**config.mk**
```make
export PLATFORM = sky130hd
export DESIGN_NAME = cartridge_bank_mapper_irq_flat
export DESIGN_NICKNAME = d
export VERILOG_FILES = /design/src/hw/rtl/cbm_pkg.sv /design/src/hw/rtl/cbm_if.sv /design/src/hw/rtl/cartridge_bank_mapper_irq.sv /design/src/hw/rtl/cbm_front.sv /design/src/hw/rtl/cbm_queue.sv /design/src/hw/rtl/cbm_back.sv /design/src/flat_wrapper.sv
export SDC_FILE = /design/constraint.sdc
export NUM_CORES = 1
export LEC_CHECK = 0
export ABC_AREA = 0
export BUFFER_PORTS_ARGS = -buffer_cell sky130_fd_sc_hd__buf_2
export CAP_MARGIN = 15
export CORE_MARGIN = 10
export CORE_UTILIZATION = 56
export CTS_BUF_LIST = sky130_fd_sc_hd__clkbuf_8
export DETAILED_ROUTE_END_ITERATION = 12
export PLACE_DENSITY = 0.84
export RECOVER_POWER = 25
export SYNTH_ARGS = -nofsm -noshare
export SYNTH_HDL_FRONTEND = slang
export SYNTH_SLANG_ARGS = --single-unit
```
**constraint.sdc**
```tcl
create_clock -name i_clk -period 3 [get_ports i_clk]
set_input_delay 0.15 -clock i_clk [delete_from_list [all_inputs] [get_ports i_clk]]
set_output_delay 0.15 -clock i_clk [all_outputs]
set_load 0.005 [all_outputs]
```
**src/hw/rtl/cbm_pkg.sv**
```systemverilog
// ----------------------------------------------------------------------------
// cbm_pkg
// Types and constants shared by the cartridge bank mapper modules.
// ----------------------------------------------------------------------------
package cbm_pkg;

    // Address geometry of the mapped ROM spaces
    localparam int PRG_OFS_W = 13;
    localparam int CHR_OFS_W = 10;
    localparam int MADDR_W   = 21;

    typedef logic [MADDR_W-1:0]   t_maddr;
    typedef logic [PRG_OFS_W-1:0] t_ofs;

    // Item operation codes
    typedef enum logic [1:0] {
        OP_REG_WR    = 2'd0,
        OP_TICK      = 2'd1,
        OP_CPU_FETCH = 2'd2,
        OP_PPU_FETCH = 2'd3
    } t_op;

    // Register groups, decoded from CPU address bits 6..4
    localparam logic [2:0] GRP_PRG         = 3'd0;
    localparam logic [2:0] GRP_CHR_LO      = 3'd1;
    localparam logic [2:0] GRP_CHR_HI      = 3'd2;
    localparam logic [2:0] GRP_IRQ_RESTART = 3'd3;
    localparam logic [2:0] GRP_IRQ_ACK     = 3'd4;
    localparam logic [2:0] GRP_NT          = 3'd5;

    // PRG slot whose bank is hardwired to all ones
    localparam logic [1:0] PRG_FIXED_SLOT = 2'd3;

    // PPU address bits 13..8 of the palette page
    localparam logic [5:0] PALETTE_PAGE = 6'h3F;

    // Counter bits that raise the interrupt, per board variant
    localparam int IRQ_BIT_V0 = 10;
    localparam int IRQ_BIT_V1 = 12;

    // Board variant codes
    localparam logic VARIANT_REG5 = 1'b0;
    localparam logic VARIANT_CHR7 = 1'b1;

    // Short queue between front and back
    localparam int QUEUE_DEPTH = 2;
    localparam int QPTR_W      = $clog2(QUEUE_DEPTH);
    localparam int QCNT_W      = $clog2(QUEUE_DEPTH + 1);

    // Classified command kinds
    typedef enum logic [3:0] {
        K_NOP,
        K_PRG_WR,
        K_CHR_LO_WR,
        K_CHR_HI_WR,
        K_IRQ_RESTART,
        K_IRQ_ACK,
        K_NT_WR,
        K_TICK,
        K_CPU_FETCH,
        K_PPU_CHR,
        K_PPU_NT
    } t_kind;

    typedef struct packed {
        t_op         op;
        logic [15:0] addr;
        logic [7:0]  data;
        logic [7:0]  cycles;
    } t_in_item;

    typedef struct packed {
        t_maddr mapped_addr;
        logic   mapped_valid;
        logic   is_nametable;
        logic   ciram_page;
        logic   irq;
    } t_out_item;

    // Command handed from front to back
    typedef struct packed {
        t_kind       kind;
        logic [2:0]  idx;
        logic [7:0]  arg;
        t_ofs        offset;
    } t_cmd;

    // Front-to-queue push group
    typedef struct packed {
        logic valid;
        t_cmd cmd;
    } t_push;

    // Queue-to-back read group
    typedef struct packed {
        logic valid;
        t_cmd cmd;
    } t_head;

endpackage

```
**src/hw/rtl/cbm_if.sv**
```systemverilog
// ----------------------------------------------------------------------------
// cbm_if
// Valid/ready channels of the cartridge bank mapper: items, results, config.
// ----------------------------------------------------------------------------
interface cbm_in_if;
    logic              valid;
    logic              ready;
    cbm_pkg::t_in_item item;

    modport source (output valid, output item, input ready);
    modport sink   (input valid, input item, output ready);
endinterface

interface cbm_out_if;
    logic               valid;
    logic               ready;
    cbm_pkg::t_out_item item;

    modport source (output valid, output item, input ready);
    modport sink   (input valid, input item, output ready);
endinterface

interface cbm_cfg_if;
    logic valid;
    logic ready;
    logic data;

    modport source (output valid, output data, input ready);
    modport sink   (input valid, input data, output ready);
endinterface

```
**src/hw/rtl/cartridge_bank_mapper_irq.sv**
```systemverilog
// ----------------------------------------------------------------------------
// cartridge_bank_mapper_irq
// Cartridge bank mapper with a cycle-counting interrupt.
// ----------------------------------------------------------------------------
// Usage: items enter on i_in (register write, cycle tick, CPU fetch or PPU
// fetch); every item yields exactly one result word on o_out, in order,
// carrying the translated ROM address, the nametable page and the IRQ level
// after the item. The user must write the board variant on i_cfg only while
// the block is idle; the block does not enforce this. i_cfg is always ready.
// Path: the front classifies each accepted word into a two-entry queue; the
// back executes one command per cycle, while o_out takes its results, into
// the output register, and words queued ahead of a word delay it.
// Throughput: one item per cycle while o_out is ready, set by the single
// back-end execute stage that owns the bank registers and counter.
// Stalls: when o_out is not ready the back holds its result and the queue
// fills; i_in.ready drops once both queue entries are held.
// Reset (i_rst_n low, synchronous): banks, nametable pages, counter, IRQ
// state, queue and variant are cleared; no output word is valid.
// ----------------------------------------------------------------------------
module cartridge_bank_mapper_irq #(
    parameter int PRG_BANK_BITS = 8,
    parameter int CHR_BANK_BITS = 8
) (
    input  logic      i_clk,
    input  logic      i_rst_n,
    cbm_in_if.sink    i_in,
    cbm_cfg_if.sink   i_cfg,
    cbm_out_if.source o_out
);

    cbm_pkg::t_push w_push;
    cbm_pkg::t_head w_head;
    logic           w_full;
    logic           w_pop;

    cbm_front u_front (
        .i_in   (i_in),
        .i_full (w_full),
        .o_push (w_push)
    );

    cbm_queue u_queue (
        .i_clk   (i_clk),
        .i_rst_n (i_rst_n),
        .i_push  (w_push),
        .o_full  (w_full),
        .o_head  (w_head),
        .i_pop   (w_pop)
    );

    cbm_back #(
        .PRG_BANK_BITS (PRG_BANK_BITS),
        .CHR_BANK_BITS (CHR_BANK_BITS)
    ) u_back (
        .i_clk   (i_clk),
        .i_rst_n (i_rst_n),
        .i_head  (w_head),
        .o_pop   (w_pop),
        .i_cfg   (i_cfg),
        .o_out   (o_out)
    );

endmodule

```
**src/hw/rtl/cbm_front.sv**
```systemverilog
// ----------------------------------------------------------------------------
// cbm_front
// Accepts items and classifies them into mapper commands for the queue.
// ----------------------------------------------------------------------------
module cbm_front (
    cbm_in_if.sink          i_in,
    input  logic            i_full,
    output cbm_pkg::t_push  o_push
);

    logic [15:0]   w_addr;
    logic [1:0]    w_slot;
    logic [13:0]   w_ppu;
    cbm_pkg::t_cmd w_cmd;

    assign w_addr = i_in.item.addr;
    assign w_slot = w_addr[1:0];
    assign w_ppu  = w_addr[13:0];

    // Take an item whenever the queue has room
    assign i_in.ready   = !i_full;
    assign o_push.valid = i_in.valid && !i_full;
    assign o_push.cmd   = w_cmd;

    // Classify the item
    always_comb begin
        w_cmd.kind   = cbm_pkg::K_NOP;
        w_cmd.idx    = 3'd0;
        w_cmd.arg    = i_in.item.data;
        w_cmd.offset = w_addr[cbm_pkg::PRG_OFS_W-1:0];
        case (i_in.item.op)
            cbm_pkg::OP_REG_WR: begin
                w_cmd.idx = {1'b0, w_slot};
                if (w_addr[15]) begin
                    case (w_addr[6:4])
                        cbm_pkg::GRP_PRG: begin
                            if (w_slot != cbm_pkg::PRG_FIXED_SLOT) begin
                                w_cmd.kind = cbm_pkg::K_PRG_WR;
                            end
                        end
                        cbm_pkg::GRP_CHR_LO:      w_cmd.kind = cbm_pkg::K_CHR_LO_WR;
                        cbm_pkg::GRP_CHR_HI: begin
                            w_cmd.kind = cbm_pkg::K_CHR_HI_WR;
                            w_cmd.idx  = {1'b1, w_slot};
                        end
                        cbm_pkg::GRP_IRQ_RESTART: w_cmd.kind = cbm_pkg::K_IRQ_RESTART;
                        cbm_pkg::GRP_IRQ_ACK:     w_cmd.kind = cbm_pkg::K_IRQ_ACK;
                        cbm_pkg::GRP_NT:          w_cmd.kind = cbm_pkg::K_NT_WR;
                        default:                  w_cmd.kind = cbm_pkg::K_NOP;
                    endcase
                end
            end
            cbm_pkg::OP_TICK: begin
                w_cmd.kind = cbm_pkg::K_TICK;
                w_cmd.arg  = i_in.item.cycles;
            end
            cbm_pkg::OP_CPU_FETCH: begin
                w_cmd.idx = {1'b0, w_addr[14:13]};
                if (w_addr[15]) begin
                    w_cmd.kind = cbm_pkg::K_CPU_FETCH;
                end
            end
            cbm_pkg::OP_PPU_FETCH: begin
                w_cmd.offset = {3'd0, w_ppu[cbm_pkg::CHR_OFS_W-1:0]};
                if (!w_ppu[13]) begin
                    w_cmd.kind = cbm_pkg::K_PPU_CHR;
                    w_cmd.idx  = w_ppu[12:10];
                end else if (w_ppu[13:8] != cbm_pkg::PALETTE_PAGE) begin
                    w_cmd.kind = cbm_pkg::K_PPU_NT;
                    w_cmd.idx  = {1'b0, w_ppu[11:10]};
                end
            end
            default: w_cmd.kind = cbm_pkg::K_NOP;
        endcase
    end

endmodule

```
**src/hw/rtl/cbm_queue.sv**
```systemverilog
// ----------------------------------------------------------------------------
// cbm_queue
// Short command FIFO that decouples the front from the back.
// ----------------------------------------------------------------------------
module cbm_queue (
    input  logic            i_clk,
    input  logic            i_rst_n,
    input  cbm_pkg::t_push  i_push,
    output logic            o_full,
    output cbm_pkg::t_head  o_head,
    input  logic            i_pop
);

    cbm_pkg::t_cmd                   r_mem [cbm_pkg::QUEUE_DEPTH];
    logic [cbm_pkg::QPTR_W-1:0]      r_wr_ptr, n_wr_ptr;
    logic [cbm_pkg::QPTR_W-1:0]      r_rd_ptr, n_rd_ptr;
    logic [cbm_pkg::QCNT_W-1:0]      r_count, n_count;
    logic                            w_push, w_pop;

    assign o_full      = (r_count == cbm_pkg::QCNT_W'(cbm_pkg::QUEUE_DEPTH));
    assign o_head.valid = (r_count != '0);
    assign o_head.cmd   = r_mem[r_rd_ptr];

    assign w_push = i_push.valid && !o_full;
    assign w_pop  = i_pop && o_head.valid;

    // Advance pointers and occupancy
    always_comb begin
        n_wr_ptr = r_wr_ptr;
        n_rd_ptr = r_rd_ptr;
        n_count  = r_count;
        if (w_push) begin
            n_wr_ptr = (r_wr_ptr == cbm_pkg::QPTR_W'(cbm_pkg::QUEUE_DEPTH - 1)) ?
                       '0 : r_wr_ptr + 1'b1;
        end
        if (w_pop) begin
            n_rd_ptr = (r_rd_ptr == cbm_pkg::QPTR_W'(cbm_pkg::QUEUE_DEPTH - 1)) ?
                       '0 : r_rd_ptr + 1'b1;
        end
        case ({w_push, w_pop})
            2'b10:   n_count = r_count + 1'b1;
            2'b01:   n_count = r_count - 1'b1;
            default: n_count = r_count;
        endcase
    end

    always_ff @(posedge i_clk) begin
        if (!i_rst_n) begin
            r_wr_ptr <= '0;
            r_rd_ptr <= '0;
            r_count  <= '0;
        end else begin
            r_wr_ptr <= n_wr_ptr;
            r_rd_ptr <= n_rd_ptr;
            r_count  <= n_count;
        end
    end

    // Store pushed commands
    always_ff @(posedge i_clk) begin
        if (w_push) begin
            r_mem[r_wr_ptr] <= i_push.cmd;
        end
    end

endmodule

```
**src/hw/rtl/cbm_back.sv**
```systemverilog
// ----------------------------------------------------------------------------
// cbm_back
// Executes mapper commands: bank registers, IRQ counter, address translation.
// ----------------------------------------------------------------------------
module cbm_back #(
    parameter int PRG_BANK_BITS = 8,
    parameter int CHR_BANK_BITS = 8
) (
    input  logic            i_clk,
    input  logic            i_rst_n,
    input  cbm_pkg::t_head  i_head,
    output logic            o_pop,
    cbm_cfg_if.sink         i_cfg,
    cbm_out_if.source       o_out
);

    logic [PRG_BANK_BITS-1:0] r_prg [3];
    logic [PRG_BANK_BITS-1:0] n_prg [3];
    logic [CHR_BANK_BITS-1:0] r_chr [8];
    logic [CHR_BANK_BITS-1:0] n_chr [8];
    logic [3:0]               r_nt, n_nt;
    logic                     r_irq_en, n_irq_en;
    logic [15:0]              r_count, n_count;
    logic                     r_irq, n_irq;
    logic                     r_variant;
    logic                     r_out_valid;
    cbm_pkg::t_out_item       r_out, n_out;

    logic                     w_fire;
    logic [15:0]              w_sum;
    logic                     w_hit;
    logic [PRG_BANK_BITS-1:0] w_prg_bank;
    cbm_pkg::t_cmd            w_cmd;

    assign w_cmd  = i_head.cmd;
    assign w_fire = i_head.valid && (!r_out_valid || o_out.ready);
    assign o_pop  = w_fire;

    assign i_cfg.ready = 1'b1;
    assign o_out.valid = r_out_valid;
    assign o_out.item  = r_out;

    // Counter sum and variant's interrupt bit
    assign w_sum = r_count + {8'd0, w_cmd.arg};
    assign w_hit = (r_variant == cbm_pkg::VARIANT_CHR7) ? w_sum[cbm_pkg::IRQ_BIT_V1] :
                                                          w_sum[cbm_pkg::IRQ_BIT_V0];

    // PRG bank for the fetched slot, last slot fixed to all ones
    always_comb begin
        case (w_cmd.idx[1:0])
            2'd0:    w_prg_bank = r_prg[0];
            2'd1:    w_prg_bank = r_prg[1];
            2'd2:    w_prg_bank = r_prg[2];
            default: w_prg_bank = '1;
        endcase
    end

    // Apply the command to the mapper state and form the result
    always_comb begin
        n_prg    = r_prg;
        n_chr    = r_chr;
        n_nt     = r_nt;
        n_irq_en = r_irq_en;
        n_count  = r_count;
        n_irq    = r_irq;
        n_out    = '0;
        case (w_cmd.kind)
            cbm_pkg::K_PRG_WR: begin
                n_prg[w_cmd.idx[1:0]] = w_cmd.arg[PRG_BANK_BITS-1:0];
            end
            cbm_pkg::K_CHR_LO_WR: begin
                n_chr[w_cmd.idx] = w_cmd.arg[CHR_BANK_BITS-1:0];
                if (r_variant == cbm_pkg::VARIANT_CHR7) begin
                    n_nt[w_cmd.idx[1:0]] = w_cmd.arg[7];
                end
            end
            cbm_pkg::K_CHR_HI_WR: begin
                n_chr[w_cmd.idx] = w_cmd.arg[CHR_BANK_BITS-1:0];
            end
            cbm_pkg::K_IRQ_RESTART: begin
                n_count  = '0;
                n_irq_en = 1'b1;
            end
            cbm_pkg::K_IRQ_ACK: begin
                n_irq_en = 1'b0;
                n_irq    = 1'b0;
            end
            cbm_pkg::K_NT_WR: begin
                if (r_variant == cbm_pkg::VARIANT_REG5) begin
                    n_nt[w_cmd.idx[1:0]] = w_cmd.arg[0];
                end
            end
            cbm_pkg::K_TICK: begin
                n_count = w_sum;
                if (r_irq_en && w_hit) begin
                    n_irq = 1'b1;
                end
            end
            cbm_pkg::K_CPU_FETCH: begin
                n_out.mapped_addr  = cbm_pkg::t_maddr'({w_prg_bank, w_cmd.offset});
                n_out.mapped_valid = 1'b1;
            end
            cbm_pkg::K_PPU_CHR: begin
                n_out.mapped_addr  = cbm_pkg::t_maddr'({r_chr[w_cmd.idx],
                                     w_cmd.offset[cbm_pkg::CHR_OFS_W-1:0]});
                n_out.mapped_valid = 1'b1;
            end
            cbm_pkg::K_PPU_NT: begin
                n_out.is_nametable = 1'b1;
                n_out.ciram_page   = r_nt[w_cmd.idx[1:0]];
            end
            default: n_out = '0;
        endcase
        n_out.irq = n_irq;
    end

    // Hold mapper state, updated only when a command is executed; the variant loads on each config write
    always_ff @(posedge i_clk) begin
        if (!i_rst_n) begin
            r_prg       <= '{default: '0};
            r_chr       <= '{default: '0};
            r_nt        <= '0;
            r_irq_en    <= 1'b0;
            r_count     <= '0;
            r_irq       <= 1'b0;
            r_variant   <= cbm_pkg::VARIANT_REG5;
            r_out_valid <= 1'b0;
        end else begin
            if (i_cfg.valid) begin
                r_variant <= i_cfg.data;
            end
            if (w_fire) begin
                r_prg    <= n_prg;
                r_chr    <= n_chr;
                r_nt     <= n_nt;
                r_irq_en <= n_irq_en;
                r_count  <= n_count;
                r_irq    <= n_irq;
            end
            if (w_fire) begin
                r_out_valid <= 1'b1;
            end else if (o_out.ready) begin
                r_out_valid <= 1'b0;
            end
        end
    end

    // Load the result register
    always_ff @(posedge i_clk) begin
        if (w_fire) begin
            r_out <= n_out;
        end
    end

endmodule

```
**src/flat_wrapper.sv**
```systemverilog
// flat-port wrapper written by rule: the top's interface ports become plain ports
module cartridge_bank_mapper_irq_flat 
#(
    parameter int PRG_BANK_BITS = 8,
    parameter int CHR_BANK_BITS = 8
)
  (i_clk, i_rst_n, i_in_valid, i_in_item, i_in_ready, i_cfg_valid, i_cfg_data, i_cfg_ready, o_out_valid, o_out_item, o_out_ready);
  cbm_in_if i_in_i ();
  cbm_cfg_if i_cfg_i ();
  cbm_out_if o_out_i ();
  input  logic i_clk;
  input  logic i_rst_n;
  input wire logic [$bits(i_in_i.valid)-1:0] i_in_valid;
  input wire logic [$bits(i_in_i.item)-1:0] i_in_item;
  output wire logic [$bits(i_in_i.ready)-1:0] i_in_ready;
  input wire logic [$bits(i_cfg_i.valid)-1:0] i_cfg_valid;
  input wire logic [$bits(i_cfg_i.data)-1:0] i_cfg_data;
  output wire logic [$bits(i_cfg_i.ready)-1:0] i_cfg_ready;
  output wire logic [$bits(o_out_i.valid)-1:0] o_out_valid;
  output wire logic [$bits(o_out_i.item)-1:0] o_out_item;
  input wire logic [$bits(o_out_i.ready)-1:0] o_out_ready;
  assign i_in_i.valid = i_in_valid;
  assign i_in_i.item = i_in_item;
  assign i_in_ready = i_in_i.ready;
  assign i_cfg_i.valid = i_cfg_valid;
  assign i_cfg_i.data = i_cfg_data;
  assign i_cfg_ready = i_cfg_i.ready;
  assign o_out_valid = o_out_i.valid;
  assign o_out_item = o_out_i.item;
  assign o_out_i.ready = o_out_ready;
  cartridge_bank_mapper_irq #(.PRG_BANK_BITS(PRG_BANK_BITS), .CHR_BANK_BITS(CHR_BANK_BITS)) u_core (.i_clk(i_clk), .i_rst_n(i_rst_n), .i_in(i_in_i), .i_cfg(i_cfg_i), .o_out(o_out_i));
endmodule
```
### Yosys cells after proc, flatten, opt, wreduce, memory -nomap -nowiden

Memory sizes are Yosys's and may differ from the RTL's. A register that Yosys moved wholly into a read port is not among the register bits.
Index checks and enable logic that the tools add are counted.

| cells by class | value |
|---|---|
| equality and inequality tests | 27 |
| $lt $le $gt $ge | 6 |
| $add $sub $neg | 5 |
| bitwise operators | 2 |
| reduce and logical (&&, ||, !) cells | 26 |
| multiplexer cells | 46 |

Operators with widths:

| kind | number |
|---|---|
| 64-bit bitwise mux | 1 |
| 22-bit one-hot mux with 2 select lines | 1 |
| 8-bit two-way mux | 5 |
| 16-bit one-hot mux with 2 select lines | 1 |
| 8-bit binary-select mux with 3-bit select | 1 |
| 24-bit bitwise mux | 1 |
| 8-bit demux with 3-bit select | 1 |
| 8-bit one-hot mux with 3 select lines | 1 |
| 7-bit two-way mux | 3 |
| 3-bit one-hot mux with 6 select lines | 1 |
| 16-bit by 8-bit adder with 16-bit output | 1 |
| 8-bit demux with 2-bit select | 1 |
| 4-bit by 3-bit equality test with 1-bit output, second input constant | 4 |
| 4-bit one-hot mux with 4 select lines | 1 |
| 1-bit two-way mux | 13 |
| 13-bit two-way mux | 1 |
| 4-bit equality test, second input constant | 3 |
| 4-bit two-way mux | 3 |
| 2-bit nonzero test | 6 |
| 2-bit equality test, second input constant | 5 |
| 3-bit one-hot mux with 3 select lines | 1 |
| 4-bit bitwise mux | 2 |
| 4-bit by 2-bit equality test with 1-bit output, second input constant | 2 |
| 1-bit logical AND | 8 |
| 32 further kinds | 45 |

| word-level totals | value |
|---|---|
| output and inout port bits | 28 |
| memory bits (writable) | 56 |
| input bits | 40 |
| word-level logic and storage cells | 138 |
| flip-flop bits (word level) | 141 |
| memories | 1 |

Memories:

| name | words | width | read ports | clocked after memory_dff | wr ports | line | source |
|---|---|---|---|---|---|---|---|
| u_core.u_queue.r_mem | 2 | 28 | 1 | 1 | 1 | cbm_queue.sv:14 | `cbm_pkg::t_cmd r_mem [cbm_pkg::QUEUE_DEPTH];` |

### Longest topological paths before layout

| logic depth | value |
|---|---|
| depth after elaboration | 7 |
| depth in mapped cells | 10 |
| mapped depth without buffers | 8 |

### By module

A second synthesis with hierarchy kept.

| unflattened totals | value |
|---|---|
| cell total of the unflattened synthesis | 761 |
| area total of the unflattened synthesis | 8832.2 µm² |

By module, submodules not included:

| module | instances | seq. area each (µm²) | cells each | area each (µm²) |
|---|---|---|---|---|
| cbm_back | 1 | 2932.8 | 591 | 6177.2 |
| cbm_queue | 1 | 1781.7 | 113 | 2250.9 |
| cbm_front | 1 | 0.0 | 57 | 404.1 |

### Least setup slack after synthesis

OpenSTA, ideal clock, no wires.

| timing path | value |
|---|---|
| kind | reg2reg |
| start | register with a tool-made name |
| end | register u_core.u_back.r_out (netlist bit u_core.u_back.o_out.item[0]) (data pin) |
| path buffers | 3 |
| slack | 0.003 ns |
| setup time | 0.264 ns |
| data arrival time | 2.732 ns |
| period minus slack after synthesis | 2.997 ns |
| cell stages (with the launch flop) | 11 |
| required time | 2.736 ns |
| cell sequence | dfxtp_1 -> buf_6 -> buf_4 -> buf_2 -> mux2_2 -> fa_1 -> a211oi_1 -> o21ai_0 -> o2111ai_1 -> o21a_1 -> o21ai_0 |

RTL lines:

| element | line | source |
|---|---|---|
| end signal, assigned | cbm_back.sv:151 | `r_out <= n_out;` |
| end, declared | cbm_back.sv:27 | `cbm_pkg::t_out_item r_out, n_out;` |

==> flow_metrics.env <==
export IMPL_fmax_ghz=0.3488
export IMPL_wl_mm=20.29
export IMPL_skew_ns=0.01691
export IMPL_cap_violations=0
export IMPL_power_share_combinational_pct=25.5
export IMPL_final_common_cell="dfxtp_1"
export IMPL_drtIter0Drc=578
export IMPL_clk_latency_ns=0.48
export IMPL_path_clk_slew_ns=0.11
export IMPL_gp_congestion=0.8536
export IMPL_root_buffer="clkbuf_8"
export IMPL_synthArstFlopShare_pct=0
export IMPL_n_antenna_cell=0
export IMPL_ys_flop_type="dfxtp_1"
export IMPL_p_seq_share_pct=48.8
export IMPL_rows=44
export IMPL_finalMaxSlewViolations=0
export IMPL_grt_pass1_wl_mm=32.00
export IMPL_fill_cells=1064
export IMPL_htree_levels=4
export IMPL_synth_edf_count=81
export IMPL_p_leak_nw=3.409
export IMPL_p_int_mw=4.419
export IMPL_post_route_drc_count=0
export IMPL_avgSynthCellArea_um2=11.13
export IMPL_multi_input_area_um2=3502
export IMPL_ys_warn_count=0
export IMPL_firstDrtPassIters=5
export IMPL_postCtsSetupRepairBufs=0
export IMPL_postRouteAntennaNets=0
export IMPL_overflow=0
export IMPL_dp_cells=999
export IMPL_final_cell_mix="dfxtp_1, o21ai_0, edfxtp_1"
export IMPL_fin_cells=1049
export IMPL_fp_dieH_um=142.7
export IMPL_portBuffers=66
export IMPL_ir_drop_mv=0.4386
export IMPL_grt_max_degree=80
export IMPL_required_ns=3.23
export IMPL_die_width_um=142.7
export IMPL_cp_end_kind="register"
export IMPL_ys_seq_area_share_pct=55.91
export IMPL_period_needed_ns=2.867
export IMPL_die_area_um2=20370
export IMPL_postSynthNetCount=808
export IMPL_wl_per_cell_um=19.34
export IMPL_synth_distinct_cells=66
export IMPL_synth_cells=758
export IMPL_worstPathArrival_ns=3.10
export IMPL_drive_gt1_share_pct=17.57
export IMPL_area_growth_pct=14.38
export IMPL_cts_buffers=17
export IMPL_cp_start_kind="register"
export IMPL_p_switching_mw=2.335
export IMPL_hp_class="in -> reg"
export IMPL_ys_ff_latch=195
export IMPL_swShare_pct=34.57
export IMPL_boundaryPins=68
export IMPL_met3_length_mm=1.402
export IMPL_power_density_nw_per_um2=700.2
export IMPL_hold_viol=0
export IMPL_period_share_pct=95.56
export IMPL_hold_ws_ns=0.02906
export IMPL_cts_buffer_depth=2
export IMPL_cts_tree="done"
export IMPL_final_nets=902
export IMPL_critPathMaxFanout=6
export IMPL_cts_sinks=195
export IMPL_routed_via_density=6.112
export IMPL_finalSetupViolations=0
export IMPL_met2WireLength_mm=9.757
export IMPL_route_vias_total=6412
export IMPL_dp_hpwl_mm=13.48
export IMPL_coreArea_um2=14640
export IMPL_status="completed"
export IMPL_netlist_area_um2=8433
export IMPL_m1WireLength_mm=8.533
export IMPL_worst_slew_pin_slew_ns=0.8059
export IMPL_path_class="reg -> reg"
export IMPL_seqCellArea_um2=4716
export IMPL_antenna_found_initial=0
export IMPL_grt_pass1_vias=6226
export IMPL_routed_top_layer="met4"
export IMPL_start_util_pct=57.59
export IMPL_clkPwrFrac_pct=25.8
export IMPL_r2r_slack_ns=0.13
export IMPL_grt_total_usage_pct=19.82
export IMPL_relSlewSlack_pct=46.27
-- cells in the mapped netlist, types with 3 or more instances --
master      n  share of area (%)
buf_4       6               0.53
clkbuf_1   24                1.1
mux2i_1    42                5.0
nor3b_1     3               0.27
buf_1       7               0.31
nand3_1    75                4.5
dfxtp_1   114                 27
a211oi_1    9               0.80
nand4_1    11               0.82
and2_1      4               0.30
buf_2       7               0.42
nand2b_1    6               0.45
mux4_2     17                4.5
nor2_1     65                2.9
and3b_1     3               0.31
o21ai_0    92                5.5
xor2_1      5               0.52
edfxtp_1   81                 29
nand2_1    44                2.0
a22oi_1    10               0.89
mux2_2     20                2.7
nor3_1      6               0.36
o211ai_1    4               0.36
a31oi_1     6               0.45
a21o_1      3               0.27
ha_1        9                1.3
or3_1       6               0.45
o22ai_1     3               0.22
inv_1       9               0.40
a21oi_1    19                1.1
-- area by class of cell --
class	instances	area share, %
Sequential cell	195	48.89
Multi-Input combinational cell	509	36.31
Clock inverter	15	1.933
Timing Repair Buffer	120	7.705
Inverter	9	0.3502
Tap cell	184	2.387
Clock buffer	17	2.426
-- critical path, cell delays in order, from the launching register on --
cell,delay [ns]
dfxtp_2,0.43
mux2_2,0.37
ha_1,0.24
fa_1,0.46
a211oi_1,0.30
o21ai_1,0.23
o211a_1,0.26
o211ai_1,0.21
o21ai_0,0.13
-- per-stage QoR --
| stage | util [%] | instance area, um^2 | setup TNS (ns) | setup slack, ns | total power, mW |
|---|---|---|---|---|---|
| 2_1_floorplan | - | 8433 | 0 | 0.003223 | 4.377 |
| 3_3_place_gp | 61.98 | 9076 | 0 | 0.1626 | 4.998 |
| 3_5_place_dp | 61.98 | 9076 | 0 | 0.05761 | 5.057 |
| 4_1_cts | 66.01 | 9667 | 0 | 0.03202 | 6.788 |
| 5_1_grt | 65.87 | 9646 | -0.004217 | -0.004217 | 7.044 |
| 6_report | 65.87 | 9646 | 0 | 0.1333 | 6.754 |
-- flip-flops by register name (all words and copies together), names as in the netlist, 2 cells and up, named ones only --
register                  count
u_core.u_back.r_chr          64
u_core.u_queue.r_mem         56
u_core.u_back.o_out.item     25
u_core.u_back.r_prg          24
u_core.u_back.r_count        13
u_core.u_back.r_nt            4
u_core.u_queue.r_count        2
-- power groups by stage --
stage                     Sequential (mW)  Clock, mW  Combinational (mW)
after floorplan                      3.33          0                1.04
after global placement               3.33          0                1.66
after detailed placement             3.34          0                1.71
after CTS                            3.29       1.76                1.74
after global routing                 3.32       1.86                1.86
final                                3.29       1.74                1.72
-- metal layers --
metal / up-vias / GRT usage (%)
met5: - / 0
met4: 0 / 8.686
met3: 41 / 4.710
met2: 252 / 32.19
met1: 3096 / 24.79
li1: 3023 / -
-- timing repair --
action                                 4_1_cts  5_1_grt
setup endpoints to repair                    0        4
hold buffers                                17        1
endpoints found under the hold margin       28        2
gates resized for setup                      0        3
-- path summary, 6_finish.rpt --
check,from,end,cells after the start
max,register,u_core.u_back.o_out.item[0]$_DFFE_PP_,8
min,i_in_item[14],u_core.u_queue.r_mem[0][19]$_DFFE_PP_,2
max reg2reg,register,u_core.u_back.o_out.item[0]$_DFFE_PP_,8
min reg2reg,u_core.u_back.r_count[2]$_SDFFE_PN0P_,u_core.u_back.r_count[2]$_SDFFE_PN0P_,2
-- kinds of logic after synthesis --
group / count (synthesis) / synth area share (%)
buffers and inverters: 54 / 2.863
adder cells (fa/ha/maj): 10 / 1.573
flip-flops: 195 / 55.91
multiplexers: 82 / 12.70
other: 1 / 0.04447
AO/OA/AOI/OAI: 166 / 11.72
AND/OR/NAND/NOR: 243 / 14.47
XOR/XNOR: 7 / 0.7270
Note: power is estimated with default switching activity, not from simulation.
